**src/rtl/dsf_pkg.sv**
```systemverilog
// Shared constants and word helpers for the deadline slot filler.
package dsf_pkg;

  localparam int WORD_BITS = 32;
  localparam int BIT_W     = 5;
  localparam int SLOT_IN_W = 11;
  localparam int DUR_W     = 12;
  localparam int HAVE_W    = 13;
  localparam int PC_W      = 6;

  // Number of set bits in one map word.
  function automatic logic [PC_W-1:0] popcount32(input logic [WORD_BITS-1:0] w);
    logic [PC_W-1:0] acc;
    acc = '0;
    for (int i = 0; i < WORD_BITS; i++) begin
      acc = acc + PC_W'(w[i]);
    end
    return acc;
  endfunction

  // Bits at or above the given position.
  function automatic logic [WORD_BITS-1:0] mask_from(input logic [BIT_W-1:0] b);
    return {WORD_BITS{1'b1}} << b;
  endfunction

  // Bits at or below the given position.
  function automatic logic [WORD_BITS-1:0] mask_upto(input logic [BIT_W-1:0] b);
    return {WORD_BITS{1'b1}} >> (BIT_W'(WORD_BITS - 1) - b);
  endfunction

endpackage

```
**src/rtl/dsf_map_mem.sv**
```systemverilog
// Slot map storage: one write port, one read port with registered read data.
module dsf_map_mem
  import dsf_pkg::*;
#(
  parameter int ADDR_W = 6
) (
  input  logic                 clk,
  input  logic                 we,
  input  logic [ADDR_W-1:0]    waddr,
  input  logic [WORD_BITS-1:0] wdata,
  input  logic [ADDR_W-1:0]    raddr,
  output logic [WORD_BITS-1:0] rdata
);

  logic [WORD_BITS-1:0] mem [2**ADDR_W];

  always_ff @(posedge clk) begin
    if (we) begin
      mem[waddr] <= wdata;
    end
  end

  always_ff @(posedge clk) begin
    rdata <= mem[raddr];
  end

endmodule

```
**src/rtl/deadline_slot_filler_unit.sv**
```systemverilog
// Top level of the deadline slot filler: control sequencer around the slot map memory.
//
// Channel   Ports                                            Handshake
// -------   ----------------------------------------------   ---------------------------------
// task in   new_set, start_slot, end_slot, duration          accepted when start & !busy
// result    slots_added, total_running, order_error,         valid for one cycle while done is
//           window_short                                     high; cannot be held off
//
// The slot map lives in a memory of 32-bit words, 2**ADDR_W words deep.
// Each item takes one pass upward over the window's words to count the
// running slots and one pass downward that marks the latest free slots,
// plus up to 32 single-bit steps in the one word where the fill ends.
// An item with new_set first runs a clearing pass over all 2**ADDR_W words
// (64 at the default size); reset runs the same pass, with busy high throughout.
// The result receiver cannot stall; done is high for exactly one cycle per item.
module deadline_slot_filler_unit
  import dsf_pkg::*;
#(
  parameter int TIME_SLOTS = 2048
) (
  input  logic                 clk,
  input  logic                 rst,
  input  logic                 start,
  output logic                 busy,
  input  logic                 new_set,
  input  logic [SLOT_IN_W-1:0] start_slot,
  input  logic [SLOT_IN_W-1:0] end_slot,
  input  logic [DUR_W-1:0]     duration,
  output logic                 done,
  output logic [DUR_W-1:0]     slots_added,
  output logic [DUR_W-1:0]     total_running,
  output logic                 order_error,
  output logic                 window_short
);

  localparam int SLOT_W   = $clog2(TIME_SLOTS);
  localparam int SLOT_X_W = (SLOT_W > BIT_W + 1) ? SLOT_W : BIT_W + 1;
  localparam int ADDR_W   = SLOT_X_W - BIT_W;
  localparam logic [31:0] MAX_SLOT = 32'(TIME_SLOTS - 1);

  typedef enum logic [6:0] {
    S_CLEAR = 7'b0000001,
    S_IDLE  = 7'b0000010,
    S_PREP  = 7'b0000100,
    S_COUNT = 7'b0001000,
    S_CALC  = 7'b0010000,
    S_FILL  = 7'b0100000,
    S_BITS  = 7'b1000000
  } state_t;

  // Done is a separate one-cycle flag so the result stage stays simple.
  state_t                state;
  logic                  result_v;
  logic                  pending;
  logic [ADDR_W-1:0]     clr_addr;
  logic [SLOT_X_W-1:0]   lo;
  logic [SLOT_X_W-1:0]   hi;
  logic [DUR_W-1:0]      need;
  logic [HAVE_W-1:0]     have;
  logic [DUR_W-1:0]      rem;
  logic [DUR_W-1:0]      added;
  logic [DUR_W-1:0]      total;
  logic [SLOT_IN_W-1:0]  prev_end;
  logic                  order_err;
  logic                  short_flag;
  logic [ADDR_W-1:0]     scan_addr;
  logic                  scan_on;
  logic                  dv;
  logic [ADDR_W-1:0]     dw;
  logic [WORD_BITS-1:0]  bw_data;
  logic [WORD_BITS-1:0]  bw_free;
  logic [ADDR_W-1:0]     bw_addr;
  logic [BIT_W-1:0]      bit_idx;

  logic                  accept;
  logic [31:0]           lo_wide;
  logic [31:0]           hi_wide;
  logic [SLOT_X_W-1:0]   lo_c;
  logic [SLOT_X_W-1:0]   hi_c;
  logic                  empty_win;
  logic [ADDR_W-1:0]     lo_word;
  logic [ADDR_W-1:0]     hi_word;
  logic                  rd_issue;
  logic                  we;
  logic [ADDR_W-1:0]     waddr;
  logic [WORD_BITS-1:0]  wdata;
  logic [WORD_BITS-1:0]  rdata;
  logic [WORD_BITS-1:0]  win_mask;
  logic [WORD_BITS-1:0]  free_bits;
  logic [PC_W-1:0]       run_cnt;
  logic [PC_W-1:0]       free_cnt;
  logic [HAVE_W:0]       have_sum;
  logic [HAVE_W-1:0]     have_next;
  logic [HAVE_W-1:0]     need_diff;
  logic [DUR_W-1:0]      rem_calc;
  logic                  word_fits;
  logic [DUR_W-1:0]      rem_after;
  logic                  bit_take;
  logic                  bits_finish;
  logic [WORD_BITS-1:0]  bw_data_next;

  dsf_map_mem #(
    .ADDR_W(ADDR_W)
  ) u_map (
    .clk  (clk),
    .we   (we),
    .waddr(waddr),
    .wdata(wdata),
    .raddr(scan_addr),
    .rdata(rdata)
  );

  assign accept = start && !busy;
  assign busy   = (state != S_IDLE) || result_v;

  // Slots beyond the map saturate to its last slot.
  assign lo_wide = (32'(start_slot) > MAX_SLOT) ? MAX_SLOT : 32'(start_slot);
  assign hi_wide = (32'(end_slot) > MAX_SLOT) ? MAX_SLOT : 32'(end_slot);
  assign lo_c    = lo_wide[SLOT_X_W-1:0];
  assign hi_c    = hi_wide[SLOT_X_W-1:0];

  assign empty_win = lo > hi;
  assign lo_word   = lo[SLOT_X_W-1:BIT_W];
  assign hi_word   = hi[SLOT_X_W-1:BIT_W];

  // A read is issued from the scan address in each cycle of the two passes.
  assign rd_issue = scan_on && ((state == S_COUNT) || (state == S_FILL));

  // Only the window's slots count within the first and last word.
  always_comb begin
    win_mask = {WORD_BITS{1'b1}};
    if (dw == lo_word) begin
      win_mask = win_mask & mask_from(lo[BIT_W-1:0]);
    end
    if (dw == hi_word) begin
      win_mask = win_mask & mask_upto(hi[BIT_W-1:0]);
    end
  end

  assign free_bits = ~rdata & win_mask;
  assign run_cnt   = popcount32(rdata & win_mask);
  assign free_cnt  = popcount32(free_bits);

  // The count only has to reach the duration, so on a 13-bit overflow it clamps to 4096.
  assign have_sum  = {1'b0, have} + (HAVE_W + 1)'(run_cnt);
  assign have_next = have_sum[HAVE_W] ? {1'b1, {(HAVE_W - 1){1'b0}}} : have_sum[HAVE_W-1:0];

  assign need_diff = {1'b0, need} - have;
  assign rem_calc  = ({1'b0, need} > have) ? need_diff[DUR_W-1:0] : '0;

  assign word_fits = DUR_W'(free_cnt) <= rem;
  assign rem_after = rem - DUR_W'(free_cnt);

  // Bit-serial step for the last word, where only some free slots are taken.
  assign bit_take     = bw_free[bit_idx];
  assign bits_finish  = (bit_take && (rem == DUR_W'(1))) || (bit_idx == '0);
  assign bw_data_next = bit_take ? (bw_data | (WORD_BITS'(1) << bit_idx)) : bw_data;

  always_comb begin
    we    = 1'b0;
    waddr = clr_addr;
    wdata = '0;
    case (state)
      S_CLEAR: begin
        we = 1'b1;
      end
      S_FILL: begin
        we    = dv && word_fits;
        waddr = dw;
        wdata = rdata | free_bits;
      end
      S_BITS: begin
        we    = bits_finish;
        waddr = bw_addr;
        wdata = bw_data_next;
      end
      default: begin
        we = 1'b0;
      end
    endcase
  end

  always_ff @(posedge clk) begin
    dw <= scan_addr;
    if (rst) begin
      dv <= 1'b0;
    end else begin
      dv <= rd_issue;
    end
  end

  always_ff @(posedge clk) begin
    if (rst) begin
      state      <= S_CLEAR;
      result_v   <= 1'b0;
      pending    <= 1'b0;
      clr_addr   <= '0;
      total      <= '0;
      prev_end   <= '0;
      scan_on    <= 1'b0;
      scan_addr  <= '0;
    end else begin
      if (result_v) begin
        total    <= total + added;
        result_v <= 1'b0;
      end
      case (state)
        S_CLEAR: begin
          clr_addr <= clr_addr + ADDR_W'(1);
          if (clr_addr == {ADDR_W{1'b1}}) begin
            state <= pending ? S_PREP : S_IDLE;
          end
        end
        S_IDLE: begin
          if (accept) begin
            lo        <= lo_c;
            hi        <= hi_c;
            need      <= duration;
            prev_end  <= end_slot;
            order_err <= !new_set && (end_slot < prev_end);
            if (new_set) begin
              total    <= '0;
              pending  <= 1'b1;
              clr_addr <= '0;
              state    <= S_CLEAR;
            end else begin
              state <= S_PREP;
            end
          end
        end
        S_PREP: begin
          pending <= 1'b0;
          have    <= '0;
          added   <= '0;
          if (empty_win) begin
            state <= S_CALC;
          end else begin
            scan_addr <= lo_word;
            scan_on   <= 1'b1;
            state     <= S_COUNT;
          end
        end
        S_COUNT: begin
          if (scan_on) begin
            if (scan_addr == hi_word) begin
              scan_on <= 1'b0;
            end else begin
              scan_addr <= scan_addr + ADDR_W'(1);
            end
          end
          if (dv) begin
            have <= have_next;
            if (dw == hi_word) begin
              state <= S_CALC;
            end
          end
        end
        S_CALC: begin
          rem <= rem_calc;
          if ((rem_calc == '0) || empty_win) begin
            short_flag <= rem_calc != '0;
            result_v   <= 1'b1;
            state      <= S_IDLE;
          end else begin
            scan_addr <= hi_word;
            scan_on   <= 1'b1;
            state     <= S_FILL;
          end
        end
        S_FILL: begin
          if (scan_on) begin
            if (scan_addr == lo_word) begin
              scan_on <= 1'b0;
            end else begin
              scan_addr <= scan_addr - ADDR_W'(1);
            end
          end
          if (dv) begin
            if (word_fits) begin
              rem   <= rem_after;
              added <= added + DUR_W'(free_cnt);
              if ((rem_after == '0) || (dw == lo_word)) begin
                short_flag <= rem_after != '0;
                result_v   <= 1'b1;
                scan_on    <= 1'b0;
                state      <= S_IDLE;
              end
            end else begin
              // More free slots than needed: pick the top ones bit by bit.
              bw_data <= rdata;
              bw_free <= free_bits;
              bw_addr <= dw;
              bit_idx <= BIT_W'(WORD_BITS - 1);
              scan_on <= 1'b0;
              state   <= S_BITS;
            end
          end
        end
        S_BITS: begin
          bw_data <= bw_data_next;
          bit_idx <= bit_idx - BIT_W'(1);
          if (bit_take) begin
            rem   <= rem - DUR_W'(1);
            added <= added + DUR_W'(1);
          end
          if (bits_finish) begin
            short_flag <= 1'b0;
            result_v   <= 1'b1;
            state      <= S_IDLE;
          end
        end
        default: begin
          state <= S_CLEAR;
        end
      endcase
    end
  end

  assign done          = result_v;
  assign slots_added   = added;
  assign total_running = total + added;
  assign order_error   = order_err;
  assign window_short  = short_flag;

endmodule
```
**config.mk**
```make
export PLATFORM = sky130hd
export DESIGN_NAME = deadline_slot_filler_unit
export DESIGN_NICKNAME = d
export VERILOG_FILES = /design/src/rtl/dsf_pkg.sv /design/src/rtl/dsf_map_mem.sv /design/src/rtl/deadline_slot_filler_unit.sv
export SDC_FILE = /design/constraint.sdc
export NUM_CORES = 2
export LEC_CHECK = 0
export ABC_AREA = 0
export BUFFER_PORTS_ARGS = -buffer_cell sky130_fd_sc_hd__buf_2
export CORE_ASPECT_RATIO = 0.75
export CORE_MARGIN = 10
export CORE_UTILIZATION = 63
export DETAILED_ROUTE_END_ITERATION = 6
export PLACE_DENSITY = 0.79
export SYNTH_ARGS = -nofsm -noshare
export SYNTH_HDL_FRONTEND = slang
export SYNTH_SLANG_ARGS = --single-unit
```
**constraint.sdc**
```tcl
create_clock -name clk -period 11.3 [get_ports clk]
set_input_delay 2.26 -clock clk [delete_from_list [all_inputs] [get_ports clk]]
set_output_delay 2.26 -clock clk [all_outputs]
set_load 0.005 [all_outputs]
```
==> results by group <==
Power
  – Clock Power Share: 0.233
  – Net Sw Frac: 0.372
  – Internal Power: about 19 mW
  – Static leakage: between 20 and 30 nW
  – Power per cell area: about 290 nW/um2
  – Max VDD drop: 2220 uV
  – Combinational power share: 0.442
  – Sequential share of power: 0.325
  – Psw: around 11 mW

Timing
  – Max Slew Vio Count: 0
  – Final setup margin: slightly below 1 ns
  – Rel. slew slack: 0.0650
  – Clk_skew: 0.0645 ns
  – Final hold vios: 0
  – Fin crit period: 10.34 ns
  – Fmax achieved: 0.0967 GHz
  – RSZ-0062 raised after global routing: no
  – Fin crit share: 0.915
  – Least-Margin Pin Slew: roughly 1.4 ns
  – Final setup vio count: 0
  – Setup TNS: 0 ns

Global routing
  – Largest net degree at the start of global routing: around 130
  – Initial antenna violation count: 39
  – GRT Total Usage: 0.324
  – GRT overflow: 0
  – Vias in the first global route: about 48000
  – First-pass GRT wire length: 374000 um

Setup path
  – Crit path from: lo[9]
  – CP bufs+invs: 5
  – Reg-to-Reg End: u_map.mem[35][9]
  – Worst Setup EP: u_map.mem[35][9]
  – Critical Path Stages: 28
  – Setup crit start kind: register
  – CP arrival: roughly 11 ns
  – Worst flop-to-flop path startpoint: lo[9]
  – Worst R2R Path Depth: 28
  – Crit-path max FO: 32
  – Worst path most repeated cell: fa_1
  – Crit Path Class: reg2reg
  – Top delay family on crit path: adder cells
  – Crit path max-delay cell type: nor2_4
  – FF-to-FF setup slack: about 0.96 ns
  – Worst stage delay on the critical path: 0.90 ns
  – Worst EP required: ~12 ns
  – CP Capture Type: register

Placement
  – # port buffers: 65
  – GP Congestion: 0.955
  – Worst slack, placed: roughly 1.1 ns
  – Detail Placement HPWL: roughly 150000 um

Layout
  – Nets: approximately 4800
  – Area delta synth->final: 10.7%
  – Layout cells sized above 1: 0.254
  – Most frequent cells in the layout: edfxtp_1 (2196), mux4_2 (670), clkbuf_16 (205)
  – Commonest non-fill, non-tap cell in the layout: edfxtp_1

Hold path
  – Worst hold start: prev_end[2]
  – HP Class: reg2reg
  – Worst Hold Path Cells: 2

Run status
  – Status: finished, final reports clean

Clock network
  – Clock slew at reported path FFs: 0.07 ns
  – CTS Buf Count: around 200
  – CTS Buffer Depth: 3
  – Root Buffer: clkbuf_16
  – Setup bufs post-CTS: 0
  – CTS tree: done
  – H-tree depth: 4
  – Cts hold-fix bufs: 0
  – TritonCTS Sinks: 2280
  – Post-CTS Resized: 0
  – Clock Latency Late Sink: about 0.88 ns

Synthesis
  – Synth Instances: around 4500
  – Synth top area share: 0.712
  – Top cells by area, synth: edfxtp_1 (71%), mux4_2 (16%), dfxtp_1 (1.8%)
  – Number of synthesized flops with an enable pin: between 2000 and 2500
  – Post-synth ARST share: 0
  – Syn avg cell area: 20.5 um2
  – Mapped cell area: 92700 um2
  – Synthesis Warnings: 0
  – Synth Register Bits: roughly 2300
  – Mapped Nets: between 4000 and 5000
  – Seq/Total Area, Yosys: 0.730
  – Synth cell types: 85
  – Synth area leader: edfxtp_1
  – Top_reg_cell synth: edfxtp_1

Floorplan
  – I/O pin total: 66
  – Initial Utilization: 0.636
  – Core box area: 146000 um2
  – Die Ht: about 350 um
  – Rows: approximately 120
  – Full die area: about 160000 um2
  – Die W: about 460 um

Routing
  – WL final: about 270000 um
  – Post-route ant nets: 0
  – DR pass1 iterations: 6
  – Number of remaining DRC errors: 0
  – Vias: between 40000 and 50000
  – Avg WL per Cell: slightly below 40 um
  – Initial DRC Count: between 8000 and 9000
  – Drt via density: roughly 7.3

Run
  – Max-cap viol count: 0
## layer usage
| metal | global-route usage | part of all wire | vias to the layer above |
|---|---|---|---|
| li1 | - | - | 18900 |
| met1 | 0.474 | 0.37 | 25800 |
| met2 | 0.449 | 0.43 | 4313 |
| met3 | 0.136 | 0.17 | 500 |
| met4 | 0.0996 | 0.035 | 30 |
| met5 | 0 | 0.00089 | - |
## cell type report
class | instances | area [um2]
sequential | 2280 | 67600
fill | 8385 | 43100
multi-input combinational | 1903 | 24600
clock buffer | 264 | 5370
tap | 1968 | 2460
clock inverter | 99 | 1050
timing repair buffer | 145 | 1000
inverter | 127 | 477
antenna | 10 | 25.0
## sequential cells by signal, indices dropped and copies added (netlist names), 12 cells and up
name         cells
total           12
rem             12
bw_free         32
u_map.rdata     32
slots_added     12
have            13
need            12
u_map.mem     2048
bw_data         32
## power by group through the flow
stage	clock (mW)	sequential, mW	combinational (mW)
final	6.89	9.58	13.0
after CTS	6.91	9.58	13.0
after global routing	7.20	9.59	14.1
after floorplan	0	9.68	10.3
after global placement	0	9.74	12.9
after detailed placement	0	9.76	12.9
## worst min-delay path: cells and delay by family, from the launching register on
family | cells | cell delay [ns]
AND/OR/NAND/NOR | 1 | 0.07
multiplexers | 1 | 0.07
flip-flops | 1 | 0.32
## cells by family (layout without fill, tap and decap cells)
family	count (synthesis)	in the layout	synth area share
and+or+nand+nor	570	570	0.0293
buffers and inverters	341	635	0.0149
DFF	2280	2280	0.730
AOI/OAI and AO/OA	396	396	0.0270
adders and majority gates	145	145	0.0240
xor gates and xnor gates	80	80	0.00756
muxes	712	712	0.167
other	0	10	0
## how the worst min path moves through the flow
stage / endpoint
2_1_floorplan: dw[5]
3_3_place_gp: prev_end[4]
3_5_place_dp: prev_end[7]
4_1_cts: prev_end[6]
5_1_grt: total[8]
6_report: prev_end[2]
## stage by stage
step	cell area (um2)	power (mW)	hold WS, ns	std cells	utilization
after detailed placement	96100	22.7	0.485	6423	0.660
after CTS	103000	29.5	0.502	6786	0.704
after global routing	103000	30.9	0.532	6786	0.704
final	103000	29.5	0.497	6796	0.704
after global placement	96100	22.7	0.474	6423	0.660
after floorplan	92700	20.0	0.329	4524	-
## Yosys cell counts (all sizes together) (6+ instances only)
cell type	n
a211oi	16
a21o	17
a21oi	83
a221o	11
a221oi	11
a22oi	13
a31oi	27
and2	19
and3	13
buf	89
clkbuf	125
dfxtp	84
edfxtp	2196
fa	55
ha	90
inv	126
mux2	10
mux2i	32
mux4	670
nand2	136
nand2b	34
nand3	24
nand4	15
nor2	204
nor2b	33
nor3	40
nor4	11
o211ai	9
o21a	8
o21ai	148
o21bai	6
o22ai	6
or2	6
or3	9
xnor2	50
xor2	30
Power figures use the tool's default switching activity.
